**src/rtl/mlb_pkg.sv**
```systemverilog
// shared types and constants for the mutex lock bank
package mlb_pkg;

    localparam int NUM_LOCKS = 16;
    localparam int ID_WIDTH  = 8;
    localparam int DEPTH_MAX = 255;
    localparam int ADDR_W    = $clog2(NUM_LOCKS);

    // command codes
    localparam logic [2:0] CMD_INIT    = 3'd0;
    localparam logic [2:0] CMD_LOCK    = 3'd1;
    localparam logic [2:0] CMD_TRYLOCK = 3'd2;
    localparam logic [2:0] CMD_UNLOCK  = 3'd3;
    localparam logic [2:0] CMD_DESTROY = 3'd4;

    // mutex kinds
    localparam logic [1:0] KIND_DEFAULT = 2'd0;
    localparam logic [1:0] KIND_ERRCHK  = 2'd1;
    localparam logic [1:0] KIND_RECUR   = 2'd2;
    localparam logic [1:0] KIND_INVALID = 2'd3;

    // status codes
    localparam logic [2:0] ST_OK       = 3'd0;
    localparam logic [2:0] ST_BUSY     = 3'd1;
    localparam logic [2:0] ST_DEADLOCK = 3'd2;
    localparam logic [2:0] ST_NOTOWNER = 3'd3;
    localparam logic [2:0] ST_INVALID  = 3'd4;
    localparam logic [2:0] ST_OVERFLOW = 3'd5;

    // one stored lock
    typedef struct packed {
        logic                held;
        logic [ID_WIDTH-1:0] owner;
        logic [7:0]          depth;
        logic [1:0]          kind;
    } mlb_entry_t;

    typedef enum logic {
        S_IDLE,
        S_READ
    } mlb_state_t;

endpackage

```
**src/rtl/mlb_ram.sv**
```systemverilog
// generic single-port-write, single-port-read ram with registered read
module mlb_ram #(
    parameter int WIDTH = 8,
    parameter int DEPTH = 16
) (
    input  logic                     clk,
    input  logic                     we,
    input  logic [$clog2(DEPTH)-1:0] waddr,
    input  logic [WIDTH-1:0]         wdata,
    input  logic                     re,
    input  logic [$clog2(DEPTH)-1:0] raddr,
    output logic [WIDTH-1:0]         rdata
);

    logic [WIDTH-1:0] mem [DEPTH];
    logic [WIDTH-1:0] rdata_reg;

    always_ff @(posedge clk)
    begin
        if (we)
        begin
            mem[waddr] <= wdata;
        end
        if (re)
        begin
            rdata_reg <= mem[raddr];
        end
    end

    assign rdata = rdata_reg;

endmodule

```
**src/rtl/mutex_lock_bank_top.sv**
```systemverilog
// top level of the mutex lock bank: request decode, state ram and result register
//
// a bank of sixteen hardware mutexes. each item on the input stream names a
// command (init, lock, trylock, unlock, destroy check), a lock index, the
// requesting thread and, for init, the mutex kind (default, errorcheck or
// recursive). the block answers every item with exactly one result item: a
// status code and the lock's held flag, holder and nesting depth after the
// request. a lock that would block answers busy at once. all lock state sits
// in one small ram with a registered read; each item is a read of its entry
// followed by a modify-write: accept and read in the idle state, then update
// and result in the read state, which waits while the output register is
// full; no new item is accepted before that result is loaded. the result
// sits in an output register, so the next item can be read while a result
// still waits to be taken. per-entry valid bits make every lock read as free,
// owner 0, depth 0, default kind after reset, so no clearing pass is needed.
module mutex_lock_bank_top (
    input  logic        clk,
    input  logic        rst_n,
    input  logic        s_tvalid,
    output logic        s_tready,
    input  logic [23:0] s_tdata,   // command[2:0], lock_index[6:3], thread_id[14:7],
                                   // mutex_kind[16:15], zero pad[23:17]
    output logic        m_tvalid,
    input  logic        m_tready,
    output logic [23:0] m_tdata    // status[2:0], held[3], holder[11:4], nesting[19:12],
                                   // zero pad[23:20]
);

    localparam int EW = $bits(mlb_pkg::mlb_entry_t);

    // input fields
    logic [2:0]                  in_command;
    logic [3:0]                  in_lock_index;
    logic [7:0]                  in_thread_id;
    logic [1:0]                  in_mutex_kind;

    assign in_command    = s_tdata[2:0];
    assign in_lock_index = s_tdata[6:3];
    assign in_thread_id  = s_tdata[14:7];
    assign in_mutex_kind = s_tdata[16:15];

    mlb_pkg::mlb_state_t state_reg, state_next;

    // request held while its entry is read
    logic [2:0]                     cmd_reg;
    logic [mlb_pkg::ID_WIDTH-1:0]   tid_reg;
    logic [1:0]                     kind_reg;
    logic [mlb_pkg::ADDR_W-1:0]     addr_reg;
    logic                           idx_ok_reg;
    logic                           rd_valid_reg;

    // entry written since reset
    logic [mlb_pkg::NUM_LOCKS-1:0]  valid_reg;

    // result register
    logic                           m_tvalid_reg;
    logic [2:0]                     status_reg, status_next;
    logic                           held_reg;
    logic [7:0]                     holder_reg, holder_next;
    logic [7:0]                     nesting_reg;

    logic                           in_accept;
    logic                           out_load;
    logic                           ram_we;
    logic [EW-1:0]                  ram_rdata;
    mlb_pkg::mlb_entry_t            cur_entry;
    mlb_pkg::mlb_entry_t            new_entry;
    logic                           idx_ok;
    logic                           mine;
    logic                           upd_we;

    assign idx_ok    = 32'(in_lock_index) < mlb_pkg::NUM_LOCKS;
    assign in_accept = s_tvalid && s_tready;

    // lock state memory
    mlb_ram #(
        .WIDTH (EW),
        .DEPTH (mlb_pkg::NUM_LOCKS)
    ) u_state_ram (
        .clk   (clk),
        .we    (ram_we),
        .waddr (addr_reg),
        .wdata (new_entry),
        .re    (in_accept),
        .raddr (in_lock_index[mlb_pkg::ADDR_W-1:0]),
        .rdata (ram_rdata)
    );

    // an entry never written reads as the reset value
    assign cur_entry = rd_valid_reg ? mlb_pkg::mlb_entry_t'(ram_rdata) : '0;
    assign mine      = cur_entry.held && (cur_entry.owner == tid_reg);

    // sequencer: one request in flight, result loaded when the output is free
    always_comb
    begin
        state_next = state_reg;
        s_tready   = 1'b0;
        out_load   = 1'b0;
        unique case (state_reg)
            mlb_pkg::S_IDLE:
            begin
                s_tready = 1'b1;
                if (s_tvalid)
                begin
                    state_next = mlb_pkg::S_READ;
                end
            end
            mlb_pkg::S_READ:
            begin
                if (!m_tvalid_reg || m_tready)
                begin
                    out_load   = 1'b1;
                    state_next = mlb_pkg::S_IDLE;
                end
            end
            default:
            begin
                state_next = mlb_pkg::S_IDLE;
            end
        endcase
    end

    always_ff @(posedge clk or negedge rst_n)
    begin
        if (!rst_n)
        begin
            state_reg <= mlb_pkg::S_IDLE;
        end
        else
        begin
            state_reg <= state_next;
        end
    end

    // read-modify of the addressed lock
    always_comb
    begin
        new_entry   = cur_entry;
        status_next = mlb_pkg::ST_OK;
        upd_we      = 1'b0;
        unique case (cmd_reg) inside
            mlb_pkg::CMD_INIT:
            begin
                if (kind_reg == mlb_pkg::KIND_INVALID)
                begin
                    status_next = mlb_pkg::ST_INVALID;
                end
                else
                begin
                    new_entry      = '0;
                    new_entry.kind = kind_reg;
                    upd_we         = 1'b1;
                end
            end
            mlb_pkg::CMD_LOCK, mlb_pkg::CMD_TRYLOCK:
            begin
                if (mine && cur_entry.kind == mlb_pkg::KIND_RECUR)
                begin
                    if (32'(cur_entry.depth) >= mlb_pkg::DEPTH_MAX)
                    begin
                        status_next = mlb_pkg::ST_OVERFLOW;
                    end
                    else
                    begin
                        new_entry.depth = cur_entry.depth + 8'd1;
                        upd_we          = 1'b1;
                    end
                end
                else if (mine && cur_entry.kind == mlb_pkg::KIND_ERRCHK
                         && cmd_reg == mlb_pkg::CMD_LOCK)
                begin
                    status_next = mlb_pkg::ST_DEADLOCK;
                end
                else if (cur_entry.held)
                begin
                    status_next = mlb_pkg::ST_BUSY;
                end
                else
                begin
                    new_entry.held  = 1'b1;
                    new_entry.owner = tid_reg;
                    new_entry.depth = 8'd1;
                    upd_we          = 1'b1;
                end
            end
            mlb_pkg::CMD_UNLOCK:
            begin
                if (cur_entry.kind == mlb_pkg::KIND_DEFAULT)
                begin
                    new_entry.held  = 1'b0;
                    new_entry.owner = '0;
                    new_entry.depth = '0;
                    upd_we          = 1'b1;
                end
                else if (!mine)
                begin
                    status_next = mlb_pkg::ST_NOTOWNER;
                end
                else if (cur_entry.kind == mlb_pkg::KIND_RECUR && cur_entry.depth > 8'd1)
                begin
                    new_entry.depth = cur_entry.depth - 8'd1;
                    upd_we          = 1'b1;
                end
                else
                begin
                    new_entry.held  = 1'b0;
                    new_entry.owner = '0;
                    new_entry.depth = '0;
                    upd_we          = 1'b1;
                end
            end
            mlb_pkg::CMD_DESTROY:
            begin
                status_next = cur_entry.held ? mlb_pkg::ST_BUSY : mlb_pkg::ST_OK;
            end
            default:
            begin
                // unknown command: report the lock untouched
                status_next = mlb_pkg::ST_OK;
            end
        endcase
        if (!idx_ok_reg)
        begin
            status_next = mlb_pkg::ST_INVALID;
            new_entry   = '0;
            upd_we      = 1'b0;
        end
        holder_next = new_entry.held ? 8'(new_entry.owner) : 8'd0;
    end

    assign ram_we = out_load && upd_we;

    // request capture
    always_ff @(posedge clk)
    begin
        if (in_accept)
        begin
            cmd_reg      <= in_command;
            tid_reg      <= in_thread_id[mlb_pkg::ID_WIDTH-1:0];
            kind_reg     <= in_mutex_kind;
            addr_reg     <= in_lock_index[mlb_pkg::ADDR_W-1:0];
            idx_ok_reg   <= idx_ok;
            rd_valid_reg <= valid_reg[in_lock_index[mlb_pkg::ADDR_W-1:0]];
        end
    end

    // valid bits stand in for clearing the ram after reset
    always_ff @(posedge clk or negedge rst_n)
    begin
        if (!rst_n)
        begin
            valid_reg <= '0;
        end
        else if (ram_we)
        begin
            valid_reg[addr_reg] <= 1'b1;
        end
    end

    // result register
    always_ff @(posedge clk or negedge rst_n)
    begin
        if (!rst_n)
        begin
            m_tvalid_reg <= 1'b0;
        end
        else if (out_load)
        begin
            m_tvalid_reg <= 1'b1;
        end
        else if (m_tready)
        begin
            m_tvalid_reg <= 1'b0;
        end
    end

    always_ff @(posedge clk)
    begin
        if (out_load)
        begin
            status_reg  <= status_next;
            held_reg    <= new_entry.held;
            holder_reg  <= holder_next;
            nesting_reg <= new_entry.depth;
        end
    end

    assign m_tvalid = m_tvalid_reg;
    assign m_tdata  = {4'd0, nesting_reg, holder_reg, held_reg, status_reg};

    // one request at a time: no new item straight after an accepted one
    a_one_in_flight: assert property (@(posedge clk) disable iff (!rst_n)
        in_accept |=> !s_tready)
        else $error("item accepted while another is in flight");

    // every state update is paired with a result
    a_write_has_result: assert property (@(posedge clk) disable iff (!rst_n)
        ram_we |=> m_tvalid)
        else $error("state written without a result");

    // a held lock always has a nonzero depth
    a_held_depth: assert property (@(posedge clk) disable iff (!rst_n)
        (m_tvalid && held_reg) |-> (nesting_reg != 8'd0))
        else $error("held lock reported with zero depth");

    // a free lock reports no holder and no depth
    a_free_clean: assert property (@(posedge clk) disable iff (!rst_n)
        (m_tvalid && !held_reg) |-> (holder_reg == 8'd0 && nesting_reg == 8'd0))
        else $error("free lock reported with holder or depth");

endmodule
```
**config.mk**
```make
export PLATFORM = sky130hd
export DESIGN_NAME = mutex_lock_bank_top
export DESIGN_NICKNAME = d
export VERILOG_FILES = /design/src/rtl/mlb_pkg.sv /design/src/rtl/mlb_ram.sv /design/src/rtl/mutex_lock_bank_top.sv
export SDC_FILE = /design/constraint.sdc
export NUM_CORES = 1
export LEC_CHECK = 0
export BUFFER_PORTS_ARGS = -buffer_cell sky130_fd_sc_hd__buf_2
export CAP_MARGIN = 20
export CORE_MARGIN = 4
export CORE_UTILIZATION = 61
export DETAILED_ROUTE_END_ITERATION = 16
export PLACE_DENSITY = 0.9
export SYNTH_ARGS = -nofsm -noshare
export SYNTH_HDL_FRONTEND = slang
export SYNTH_SLANG_ARGS = --single-unit
```
**constraint.sdc**
```tcl
create_clock -name clk -period 5.6 [get_ports clk]
set_input_delay 0.28 -clock clk [delete_from_list [all_inputs] [get_ports clk]]
set_output_delay 0.28 -clock clk [all_outputs]
set_load 0.01 [all_outputs]
```
## Word level (Yosys, flattened, before mapping)

Memories as Yosys holds them, arrays and structs flattened. A register that Yosys moved wholly into a read port is not among the register bits.
Index checks and enable logic that the tools add are counted.

- $add $sub $neg: 2
- Order comparisons: 5
- Equal/unequal tests: 8
- Reduce and logical (&&, ||, !) cells: 14
- Muxes and demuxes: 43
- Bitwise operators: 2

Operator list:

| kind | number |
|---|---|
| 17-bit two-way mux | 3 |
| 17-bit case mux with 3 select lines | 1 |
| 19-bit two-way mux | 2 |
| 8-bit two-way mux | 3 |
| 1-bit two-way mux | 19 |
| 9-bit two-way mux | 2 |
| 16-bit two-way mux | 1 |
| 16-bit bitwise OR | 1 |
| 3-bit case mux with 4 select lines | 1 |
| 4-bit by 5-bit less-than comparator with 1-bit output (second input constant) | 2 |
| 3-bit two-way mux | 3 |
| 8-bit by 1-bit adder with 8-bit output (second input constant) | 1 |
| 8-bit equality test | 1 |
| 8-bit greater-or-equal comparator (second input constant) | 1 |
| 8-bit by 1-bit > comparator with 1-bit output (second input constant) | 1 |
| 1-bit logical AND | 8 |
| 2-bit two-way mux | 4 |
| 8-bit by 1-bit subtractor with 8-bit output (second input constant) | 1 |
| 3-bit by 2-bit equality test with 1-bit output (second input constant) | 2 |
| 1-bit binary-select mux with 4-bit select | 1 |
| 1-bit demux with 4-bit select | 1 |
| 2-bit equality test (second input constant) | 2 |
| 4-bit by 1-bit greater-or-equal comparator with 1-bit output (second input constant) | 1 |
| 3-bit by 1-bit equality test with 1-bit output (second input constant) | 1 |
| other kinds (11) | 11 |

- Output and inout port bits: 26
- Memories: 1
- Input port bits: 28
- Bits in registers: 56
- Memory bits (writable): 304

Memories:

| name | words | bits a word | read ports | clocked after Yosys merged registers in | wr ports | RTL line | RTL |
|---|---|---|---|---|---|---|---|
| u_state_ram.mem | 16 | 19 | 1 | 1 | 1 | mlb_ram.sv:15 | `logic [WIDTH-1:0] mem [DEPTH];` |

## Longest topological paths before layout

Gate-level depths: netlist of run 1.

- Depth in word-level cells: 11
- Mapped depth: 12

## Modules after synthesis

Synthesis of run 1 repeated with hierarchy kept, for this count alone.

- Cells, all modules: 813
- Area total of the unflattened synthesis: 15384.8 µm²

By module, submodules not included:

| module | area an instance (µm²) | cells an instance | times used |
|---|---|---|---|
| mlb_ram | 12036.5 | 507 | 1 |
| mutex_lock_bank_top | 3348.2 | 306 | 1 |

## Worst setup path after synthesis of run 1

Ideal clock, no wire load.

- Kind: reg2reg
- Start point: register rd_valid_reg
- End point: memory u_state_ram.mem[0][0] (netlist name) (enable)
- Arrival: 3467 ps
- Library setup time: 419 ps
- Clock period less this slack: 3886 ps
- Path slack: 1714 ps
- Buffers on the path: 3
- Required time: 5181 ps
- Cell stages (with the launch flop): 13
- Cell sequence: edfxtp_1 -> buf_2 -> buf_2 -> clkbuf_1 -> nand2_1 -> inv_1 -> ha_1 -> nand4_1 -> nor3_1 -> o211ai_1 -> a22o_2 -> nand3_1 -> nor3_1

- Cells in the longest elaborated chain, start to end: 11
- Elaborated cells between the ends (all ways): 20
- Those cells by class: order compare: 1; eq/ne: 3; mux: 10; reduce/logical: 6

RTL lines:

| what | RTL line | RTL |
|---|---|---|
| from (decl) | mutex_lock_bank_top.sv:50 | `logic rd_valid_reg;` |
| from (signal assigned) | mutex_lock_bank_top.sv:243 | `rd_valid_reg <= valid_reg[in_lock_index[mlb_pkg::ADDR_W-1:0]];` |
| 19-bit two-way mux (*) | mutex_lock_bank_top.sv:90 | `assign cur_entry = rd_valid_reg ? mlb_pkg::mlb_entry_t'(ram_rdata) : '0;` |
| parallel branches: the longest is 6 deep, another holds 8-bit greater-or-equal comparator | -- |  |
| 1-bit case mux with 3 select lines (*) | mutex_lock_bank_top.sv:141 | `unique case (cmd_reg) inside` |
| 1-bit logical AND (*) | mutex_lock_bank_top.sv:231 | `assign ram_we = out_load && upd_we;` |
| 1-bit two-way mux (*) | mlb_ram.sv:20 | `if (we)` |
| 1-bit two-way mux (not written as such) (*) | mlb_ram.sv:22 | `mem[waddr] <= wdata;` |
| to (decl) | mlb_ram.sv:15 |  |

Every way passes the cells marked *.

==> results of run 1 <==
[worst paths after layout]
path	startpoint	to	slack [ns]	cells after the start
worst max-delay path	rd_valid_reg	nesting_reg[3]	1.71	6
worst min-delay path	s_tvalid	state_reg	0.02	3
worst max register to register	rd_valid_reg	nesting_reg[3]	1.71	6
worst min register to register	valid_reg[8]	valid_reg[8]	0.48	2
max in group asynchronous	rst_n	valid_reg[3]	5.07	2
min in group asynchronous	rst_n	valid_reg[14]	0.23	2
[metal layers]
metal	wire, um	global-route usage, %	up-vias
met3	3900	5.69	131
met1	13100	36.3	4237
met5	20	0	-
met4	1760	11.2	2
met2	18900	45.0	649
li1	-	-	3304
[what timing repair did]
item | 4_1_cts | 5_1_grt
hold buffers | 14 | 0
setup buffers | 0 | 0
setup endpoints to repair | 0 | 0
endpoints found under the hold margin | 31 | 0
[cells by family (layout without fill, tap and decap cells)]
kind of cell,after synthesis,count (layout)
other,1,5
xor gates and xnor gates,10,10
buffers and inverters,54,157
adders and majority gates,3,3
DFF,379,379
muxes,100,100
and+or+nand+nor,117,117
AOI/OAI and AO/OA,91,91
[critical path: stages, from the launching register on]
cell	delay, ns
sky130_fd_sc_hd__edfxtp_1	0.74
sky130_fd_sc_hd__nand2_2	0.25
sky130_fd_sc_hd__nor4_4	0.44
sky130_fd_sc_hd__o211ai_2	0.29
sky130_fd_sc_hd__nor3_2	0.71
sky130_fd_sc_hd__a31o_2	0.27
sky130_fd_sc_hd__nand4_1	0.65
[through the flow]
stage	std cells	util (%)
after global routing	1186	70.7
after detailed placement	1100	65.0
after CTS	1181	70.5
after global placement	1100	65.0
final	1186	70.7
after floorplan	758	-
[cells in the final DEF (no fill, tap or decap), drive strengths merged, types with 3 or more instances in the layout]
master       Yosys  routed
o31ai            6       6
dfrtp           18      18
nand4            7       7
nand2           26      26
conb             1       4
nand2b           4       4
clkbuf          20      43
bufinv           0       4
nand3            6       6
xor2             9       9
ha               3       3
nor3            17      17
buf             26      67
and2             4       4
inv              8       9
a22o            11      11
clkinv           0      19
mux4           100     100
a21oi           11      11
nor2            29      29
a32o             8       8
a31o             3       3
nand4b           3       3
or2              4       4
dlygate4sd3      0      14
a31oi            4       4
o21bai          14      14
or3              5       5
edfxtp         361     361
o21ai            8       8
o211ai           5       5
[power by group]
part | total [uW] | switching (uW) | internal (uW)
logic | 884 | 584 | 300
registers | 3610 | 144 | 3470
clock network | 2470 | 1040 | 1430
total | 6970 | 1770 | 5200
[final cells by class]
type                    count  area share [%]
flip-flops and latches    379            65.2
well taps                 324            2.34
clock buffers              42            5.58
diodes                      1          0.0145
inverters                   8           0.174
multi-input cells         325            22.0
repair buffers             82            3.31
clock inverters            25            1.36
==> results.txt, run 1 <==
- #FFs+latches synth: 379
- For this configuration, the core starts out at a cell density of 62.5%.
* Drt total wl: 37700 um
- # fillers: between 1000 and 1500
* Clock root buffer: sky130_fd_sc_hd__clkbuf_16
- Final worst setup slack: 1.71 ns
* Post-synthesis async set-or-reset flop share: 4.75%
- Sequential element share of the synthesized area: between 70 and 80%
- Worst slack at placement: 1.64 ns
* TritonRoute pass-1 iters: 6
* Post-route total power: ~7000 uW
- Final critical-path required period: around 3.9 ns
- In the final design database the tool counted 864 nets.
* Number of max-capacitance violations reported: 0
- Pwr Density: 403 nW/um^2
- The most used flip-flop cell after synthesis is sky130_fd_sc_hd__edfxtp_1.
- The synthesized design spends more area on one cell type than any other, namely sky130_fd_sc_hd__edfxtp_1.
* Setup repair after global routing missed its margin: no
- Area Overhead vs Synth: 13.3%
- CTS tree: yes
* Maximum number of pins on one net before global-route repair: 42
* Global-route wire length before repair: 55300 um
* Number of CTS-inserted buffers: 37
- The floorplan step defined a die boundary enclosing 27600 um^2.
- The count of nets left with antenna violations once routing finished came out at 0.
- For this design the static power due to leakage is 0.00573 uW.
- In this run, synthesis inferred 361 flip-flops with an integrated enable.
- Gates resized, CTS repair: 0
- Layout cell share with drive strength beyond 1: 30.4%
* Ranking of synthesized cells by area: sky130_fd_sc_hd__edfxtp_1, sky130_fd_sc_hd__mux4_2, sky130_fd_sc_hd__dfrtp_1
* Adder and majority cell fraction of the synthesized area: 0.246%
- Worst-margin pin slew: 0.998 ns
* Result of the run: completed
* Placer Congestion: 0.933
* Critical Path Fanout Max: 17
- For this run, the top clock speed supported by timing is 0.257 GHz.
- STA classifies the critical path startpoint as a register.
- For the final database, setup skew stands at 0.0160 ns.
* Post-DR wirelength/cell: 31.8 um
- Final hold analysis gives a worst-case slack of 0.0206 ns.
- Most frequent cell after synthesis: sky130_fd_sc_hd__edfxtp_1
- Number of clock sinks: roughly 380
- Max IR drop VDD: about 0.23 mV
- Number of max-slew violations in the final report: 0
* Mean area per synthesized cell: 20.2 um^2
- For this run, design rule violations remaining after detail routing come to 0.
- Floorplan die width: 166 um
* Site row count: 57
* Complex-gate fraction of the synthesized area: under 10%
- Clock-pin slew was measured on the worst setup and hold paths at 0.06 ns.
- Die Ht: 166 um
- Number of flip-flops in the largest register: 304
* Combinational family with the most area after synthesis: multiplexers
- Setup violations remaining at the end of the flow were counted as 0.
- The worst pin sits at a relative slew slack of 33.2%.
- Arrival time at the worst endpoint: a little under 4 ns
- The routed layout has between 8000 and 9000 vias.
- Maximum buffer depth of the clock tree: 3
* Overall routing resource usage: 27.3%
- For the worst setup path, the data required time is 5.59 ns.
- Number of global-route vias before repair: 8269
- Combined area of the multi-input logic cells: 3800 um^2
- The later pin in the worst-skew pair is clocked with a latency of 0.52 ns.
* Number of hold-slack violations in the final timing report: 0
- Post-synthesis cell type count: between 70 and 80
- Summing all flip-flop and latch instances after layout gives approximately 11000 um^2.
* Via-per-instance ratio: 7.02
- During synthesis, Yosys emitted a total of 0 warnings.
* CP Capture Type: register
- Initial antenna violation count: 2
* Class of the worst hold path: in -> reg
- Share of synthesized area spent on multiplexers: 14.7%
- Post-route design area: 17300 um^2
- Critical setup path kind: reg -> reg
- The mapped netlist covers ~15000 um^2.
* Area after detailed placement: 15900 um^2
* Number of ports placed on the die boundary: 54
* Cells after synthesis: 755
- Number of buffers added on ports: 42
- Number of H-tree levels: 2
- Area fraction of the dominant cell type after synthesis: 71.0%
- Summed over all layers, the global routing overflow is 0.
- Post-synthesis share of cell area spent on and, or, nand and nor gates: 4.23%
- The detailed router finished its first iteration with ~1200 violations.
* Post-synthesis share of cell area spent on xor and xnor gates: less than 1%
- In the finished design, the share of the clock period the worst path needs comes to 69.4%.
- Core area: 24500 um^2
* Top cell types by occurrence after synthesis: sky130_fd_sc_hd__edfxtp_1, sky130_fd_sc_hd__mux4_2, sky130_fd_sc_hd__nor2_1
* Half-perimeter wire length of the detailed placement result: 20200 um
- Setup total negative slack on the finished layout was measured at 0 ns.
No activity file was read; power rests on OpenSTA's default activity.
==> run 2: changes to the inputs <==
- clock period: 5.6 -> 4 ns (I/O delays scaled with it)
==> run 2 against run 1 <==
  * Maximum frequency rose by 14%
  * Global-route usage fell by 0.20 points
  * Combinational power rose by 43%
  * Design area rose by 1.0%
  * Worst setup slack got worse by 1.1 ns
  * Total power rose by 42%
  * Via count fell by 0.13%
  * Count of clock-buffer cells in the layout rose by 1
  * Clock power rose by 45%
  * Non-clock buffer count rose by 15
  * Core utilization rose by 0.73 points
  * Critical path type unchanged
==> results.txt, run 2 (synthesis results as in run 1) <==
- Setup slack closes at 0.605 ns.
- The number of hold violations in the final report was 0.
- Final setup violating endpoints: 0
- The count of buffers added on input and output ports is 42.
- Drt total wl: 37400 um
- The worst setup path is captured at a register.
* Gates resized, CTS repair: 0
- Once layout is complete, the cells apart from fillers number 1200.
- Initial Utilization: 62.5%
- The tree built by TritonCTS fans out to 379 sinks.
- The number of pins with negative max-slew slack in the final report came to 0.
- Number of max-capacitance violations reported: 0
* Met3 global-route usage: ~6.0%
* Nets: 879
- Overall routing resource usage: a little over a quarter
- Headroom to the max-slew limit came out at 31.5%.
* Fmax: 0.295 GHz
- 0 antenna diodes ended up in the layout.
* Final critical-path required period: 3.39 ns
- Area Overhead vs Synth: 14.4%
- Number of ports placed on the die boundary: 54
- Summed over all nets, the switching power comes to 2490 uW.
- The die covers 27600 um^2.
- Placer Congestion: 0.972
- Floorplan die width: 166 um
- Number of CTS-inserted buffers: 37
* Die Ht: 166 um
* Number of flip-flops in the largest register: a little over 300
- Class of the worst hold path: in -> async
- R2r worst-path depth: 11
- Post-route total power: 9890 uW
* Maximum number of pins on one net before global-route repair: 55
* Core area: 24500 um^2
* Initial detailed-routing violation count: 1413
* CTS tree: yes
- Sequential Power Share: 51.0%
- Once detail routing completed, the nets flagged for antenna violations numbered 0.
- Clock root buffer: sky130_fd_sc_hd__clkbuf_16
* LEAKAGE: between 0.005 and 0.006 uW
* Int Power: approximately 7400 uW
* Global Route met1 Usage: ~36%
- Leaving out fill and tap cells, the most frequent cells in the layout are sky130_fd_sc_hd__edfxtp_1, sky130_fd_sc_hd__mux4_2, sky130_fd_sc_hd__buf_2.
- Half-perimeter wire length of the detailed placement result: 20000 um
- The later pin in the worst-skew pair is clocked with a latency of 0.53 ns.
- Overall overflow remaining after global route: 0
- Along the worst path, the maximum fanout reaches 19.
* Busiest grt layer: met2
* Share of the core filled with cells: 71.5%
- Type of element launching the critical path: register
- Adding up every negative setup slack in the final design gives 0 ns.
- TritonRoute pass-1 iters: 5
* Global-route wire length before repair: 55400 um
- Traced cell by cell, the critical path runs through nand2_1 -> inv_1 -> ha_1 -> nand4_1 -> nor3_1 -> buf_4 -> o211ai_1 -> a22o_2 -> nand3_1 -> nor2_2 -> buf_4.
* Number of H-tree levels: 2
- CTS clk-pin slew, worst paths: roughly 0.06 ns
- Max IR drop VDD: roughly 0.39 mV
- # fillers: 1318
* Switching share of power: 25.2%
* Arrival time at the worst endpoint: approximately 3.6 ns
* Top cell by count, worst path: sky130_fd_sc_hd__buf_4
- Post-DR wirelength/cell: 31.2 um
- Worst-margin pin slew: 1.02 ns
* Clock share of power: a little over a third
* Pwr Density: 565 nW/um^2
- Critical setup path kind: reg -> reg
- The final route contains roughly 8300 vias.
* Setup repair after global routing missed its margin: no
* Global-route track usage on met2: roughly 46%
- Post-detailed-route DRC marker count: 0
- Initial antenna violation count: 0
- After detailed placement, the design holds a cell count of between 1000 and 1500.
- Crit share post-route: 84.9%
- Most frequent standard cell in the layout excluding fill and tap cells: sky130_fd_sc_hd__edfxtp_1
- Of the cells placed in the final design, the portion with a size suffix greater than 1 is 31.6%.
* Crit path max-delay cell type: sky130_fd_sc_hd__edfxtp_1
* Peak per-stage delay on the critical path: 0.57 ns
- Worst slack at placement: 0.496 ns
- No sink is reached through more buffers than the 3 on the longest clock path.
* Worst Skew: 0.0160 ns
- Result of the run: completed
- Using the TritonRoute via totals, the vias-per-cell ratio works out to just under 7.
* Number of global-route vias before repair: 8380
* Crit path required time: 4.16 ns
- The floorplan has 57 rows.
* Combinational group share of total power: 12.7%
==> run 2: worst paths after layout <==
| check | slack [ns] | to | start |
|---|---|---|---|
| hold / removal | 0.18 | valid_reg[7] | rst_n |
| hold reg to reg | 0.49 | valid_reg[15] | valid_reg[15] |
| setup / recovery | 0.61 | u_state_ram.mem[5][12] | rd_valid_reg |
| min in group clk | 0.30 | addr_reg[0] | s_tdata[3] |
| setup reg to reg | 0.61 | u_state_ram.mem[5][12] | rd_valid_reg |
| max in group asynchronous | 3.52 | state_reg | rst_n |
==> run 2: final cells by class <==
type,instances,area (um^2),share of cell area [%]
Clock inverter,24,260,1.49
Clock buffer,43,991,5.67
Sequential cell,379,11300,64.6
Inverter,8,30.0,0.172
Timing Repair Buffer,97,709,4.06
Multi-Input combinational cell,325,3800,21.7
Tap cell,324,405,2.32
==> run 2: power by group through the flow <==
| stage | Clock, uW | Sequential [uW] | Combinational (uW) |
|---|---|---|---|
| floorplan | 0 | 5070 | 757 |
| global route | 3830 | 5050 | 1340 |
| finish | 3590 | 5040 | 1260 |
| global placement | 0 | 5080 | 1110 |
| CTS | 3610 | 5030 | 1200 |
| detailed placement | 0 | 5100 | 1170 |
==> run 2: timing repair <==
item,CTS,global route
hold endpoints to repair,33,0
setup buffers,0,0
hold buffers,16,0
==> run 2: metal layers <==
layer  part of all wire (%)  vias up  routed length (um)
met4                    3.5        0                1310
li1                       -     3330                   -
met3                     11      111                4040
met1                     34     4212               12900
met2                     51      659               19200
met5                      0        -                   0
==> run 2: per-stage QoR <==
| step | area [um^2] | hold slack (ns) |
|---|---|---|
| 2_1_floorplan | 15300 | -0.0956 |
| 3_3_place_gp | 16000 | 0.138 |
| 3_5_place_dp | 16000 | 0.149 |
| 4_1_cts | 17400 | 0.158 |
| 5_1_grt | 17500 | 0.215 |
| 6_report | 17500 | 0.178 |
==> run 2: critical path: cells and delay by family, from the launching register on <==
family | cells | cell delay [ns]
DFF | 1 | 0.57
and+or+nand+nor | 5 | 1.04
AOI/OAI and AO/OA | 2 | 0.44
buffers and inverters | 3 | 0.68
adders and majority gates | 1 | 0.28
==> run 3: changes to the inputs <==
- clock period: 4 -> 3.2 ns (I/O delays scaled with it)
==> run 3 against run 2 <==
  * Sequential power rose by 25%
  * Sequential cell count did not move
  * Maximum frequency rose by 12%
  * Non-clock buffer count rose by 16
  * Wire length rose by 3.1%
  * Worst hold slack got worse by 0.075 ns
  * Clock power rose by 14%
  * Final cell count rose by 1.0%
  * Critical path depth fell by 3
  * Combinational power rose by 29%
==> results.txt, run 3 (synthesis results as in run 1) <==
- Max-slew headroom: a little over a quarter
- Based on the critical path, the design can be clocked at up to between 0.3 and 0.4 GHz.
* Switching share of power: 26.0%
- Floorplan die width: 166 um
- Overall routing resource usage: between 20% and 30%
* Number of clock sinks: 379
- The share of total power dissipated in the clock network is 33.9%.
- Post-route total power: 12000 uW
- Between clock sinks in the finished design, the worst skew comes to 0.0153 ns.
* Max IR drop VDD: approximately 0.52 mV
* CP Capture Type: register
- Global routing finished with a remaining overflow of 0.
- Summed over all layers, the routed wires come to 38600 um.
- The tree is rooted in a sky130_fd_sc_hd__clkbuf_16.
* CTS clk-pin slew, worst paths: roughly 0.070 ns
- Final setup violating endpoints: 0
- The detailed router placed 8466 vias in this run.
* Crit share post-route: 95.1%
- The congestion estimate from routability-driven global placement came to 0.958.
- For the finished layout, the period the worst path requires is 3.04 ns.
- Across all register-to-register paths, the minimum setup slack is 0.16 ns.
* Core area: 24500 um^2
* Number of hold-slack violations in the final timing report: 0
- The library cell used most frequently in the layout, excluding fill and tap cells, is sky130_fd_sc_hd__edfxtp_1.
* Initial Utilization: approximately 62%
- Count of buffers added by post-CTS timing repair for setup: 0
- Summing all placed instances gives a cell area of 16300 um^2.
- In the routed design, unresolved DRC markers number 0.
- Clock latency on the worst-skew pair, taken at its later pin, is 0.53 ns.
- Type of element launching the critical path: register
- Fill cells in the final layout number 1340.
- LEAKAGE: ~0.006 uW
- Global-route wire length before repair: 57600 um
- Half-perimeter wire length of the detailed placement result: around 21000 um
- Setup repair after global routing missed its margin: no
* Number of max-slew violations in the final report: 0
* Most frequent cells in the layout: sky130_fd_sc_hd__edfxtp_1, sky130_fd_sc_hd__mux4_2, sky130_fd_sc_hd__buf_4
- Psw: about 3100 uW
- In this run the worst path has a maximum fanout of 23.
- In this run the power density over the cells is between 600 and 700 nW/um^2.
- Sequential cells account for 52.5% of the total power.
* Initial detailed-routing violation count: around 1100
* Maximum number of pins on one net before global-route repair: just over 50
* Number of global-route vias before repair: 8541
- CTS tree: yes
* Post-route design area: 17600 um^2
- For this run, the post-layout net count is 895.
* Number of max-capacitance violations reported: 0
- The die covers between 20000 and 30000 um^2.
- Combinational group share of total power: 13.6%
* Worst-margin pin slew: 1.09 ns
- The clock passes through at most 3 buffers.
* Die Ht: 166 um
* Initial antenna violation count: 0
* Hold slack final: 0.104 ns
- Clock tree synthesis inserted a total of 37 buffers.
- The flow ran to the end, and the final reports show no timing, DRC or antenna violations.
- Number of ports placed on the die boundary: 54
* Class of the worst hold path: in -> async
* Int Power: 8890 uW
* Layout cell share with drive strength beyond 1: 33.0%
- Critical setup path kind: reg -> reg
- Post-DR wirelength/cell: 31.8 um
* Number of buffers added on ports: 42
- Arrival time at the worst endpoint: 3.26 ns
- Via-per-instance ratio: approximately 7.0
* Crit path required time: 3.41 ns
* Number of H-tree levels: 2
* Remaining antenna violation count after routing: 0
- In this run the core area contains 57 standard-cell rows.
* Number of flip-flops in the largest register: 304
- The area growth from synthesis to layout is 15.2%.
- The repair_antennas step left the layout with diodes totalling 0.
- TritonRoute pass-1 iters: 7
- Cells fill 72.0% of the core in the end.
## run 3: changes by cell type in the layout (fill, tap and decap cells not counted), moves of 3 or more
cell | before | now
sky130_fd_sc_hd__nor3_4 | 0 | 4
sky130_fd_sc_hd__bufinv_16 | 5 | 1
sky130_fd_sc_hd__nor3_2 | 7 | 3
sky130_fd_sc_hd__clkinv_1 | 6 | 12
sky130_fd_sc_hd__a22o_2 | 1 | 5
sky130_fd_sc_hd__a22o_1 | 10 | 6
sky130_fd_sc_hd__buf_12 | 3 | 12
sky130_fd_sc_hd__clkbuf_1 | 4 | 1
sky130_fd_sc_hd__buf_4 | 37 | 45
## run 3: through the flow
| step | cells | setup TNS (ns) | worst slack, ns |
|---|---|---|---|
| global placement | 1133 | 0 | 0.177 |
| floorplan | 758 | -46.21 | -0.173 |
| detailed placement | 1133 | 0 | 0.0981 |
| finish | 1212 | 0 | 0.156 |
| global route | 1212 | 0 | 0.0388 |
| CTS | 1212 | 0 | 0.0128 |
## run 3: layout make-up
type | count | area, um^2 | share of cell area [%]
multi-input cells | 325 | 3830 | 21.8
inverters | 8 | 30.0 | 0.171
well taps | 324 | 405 | 2.30
flip-flops and latches | 379 | 11300 | 64.2
repair buffers | 113 | 938 | 5.33
clock inverters | 24 | 150 | 0.853
clock buffers | 39 | 955 | 5.42
## run 3: worst max-delay path, cell delays in order (launching register included)
cell	delay, ns
sky130_fd_sc_hd__edfxtp_1	0.53
sky130_fd_sc_hd__buf_4	0.32
sky130_fd_sc_hd__nand4b_1	0.13
sky130_fd_sc_hd__o22ai_1	0.28
sky130_fd_sc_hd__o211a_1	0.26
sky130_fd_sc_hd__a22o_2	0.23
sky130_fd_sc_hd__nand4b_2	0.36
sky130_fd_sc_hd__nor3_4	0.30
sky130_fd_sc_hd__buf_4	0.29
## run 3: layer usage
metal  share of wire (%)  routed length, um  track usage, %
met2                  51              19600            47.0
met5                   0                  0               0
met3                 9.6               3710            5.09
met1                  36              14000            39.1
met4                 3.4               1300            9.11
## run 3: power groups by stage
| stage | clock network (uW) | logic [uW] | registers, uW |
|---|---|---|---|
| finish | 4080 | 1630 | 6300 |
| global route | 4340 | 1760 | 6320 |
| CTS | 4110 | 1610 | 6290 |
| detailed placement | 0 | 1560 | 6380 |
| global placement | 0 | 1500 | 6360 |
| floorplan | 0 | 950 | 6340 |
## run 3: final timing paths
check                                   from                      to  cells past startpoint
worst min-delay path                   rst_n           valid_reg[13]                      2
max in group asynchronous              rst_n           valid_reg[10]                      2
worst max register to register  rd_valid_reg  u_state_ram.mem[8][16]                      8
min in group clk                  s_tdata[6]             addr_reg[3]                      1
worst min register to register  valid_reg[4]            valid_reg[4]                      1
worst max-delay path            rd_valid_reg  u_state_ram.mem[8][16]                      8
## run 3: repair_timing
item                                   in CTS  in global routing
hold buffers                               16                  0
endpoints found under the hold margin      33                  0
setup endpoints to repair                   0                116
gates resized for setup                     0                  7
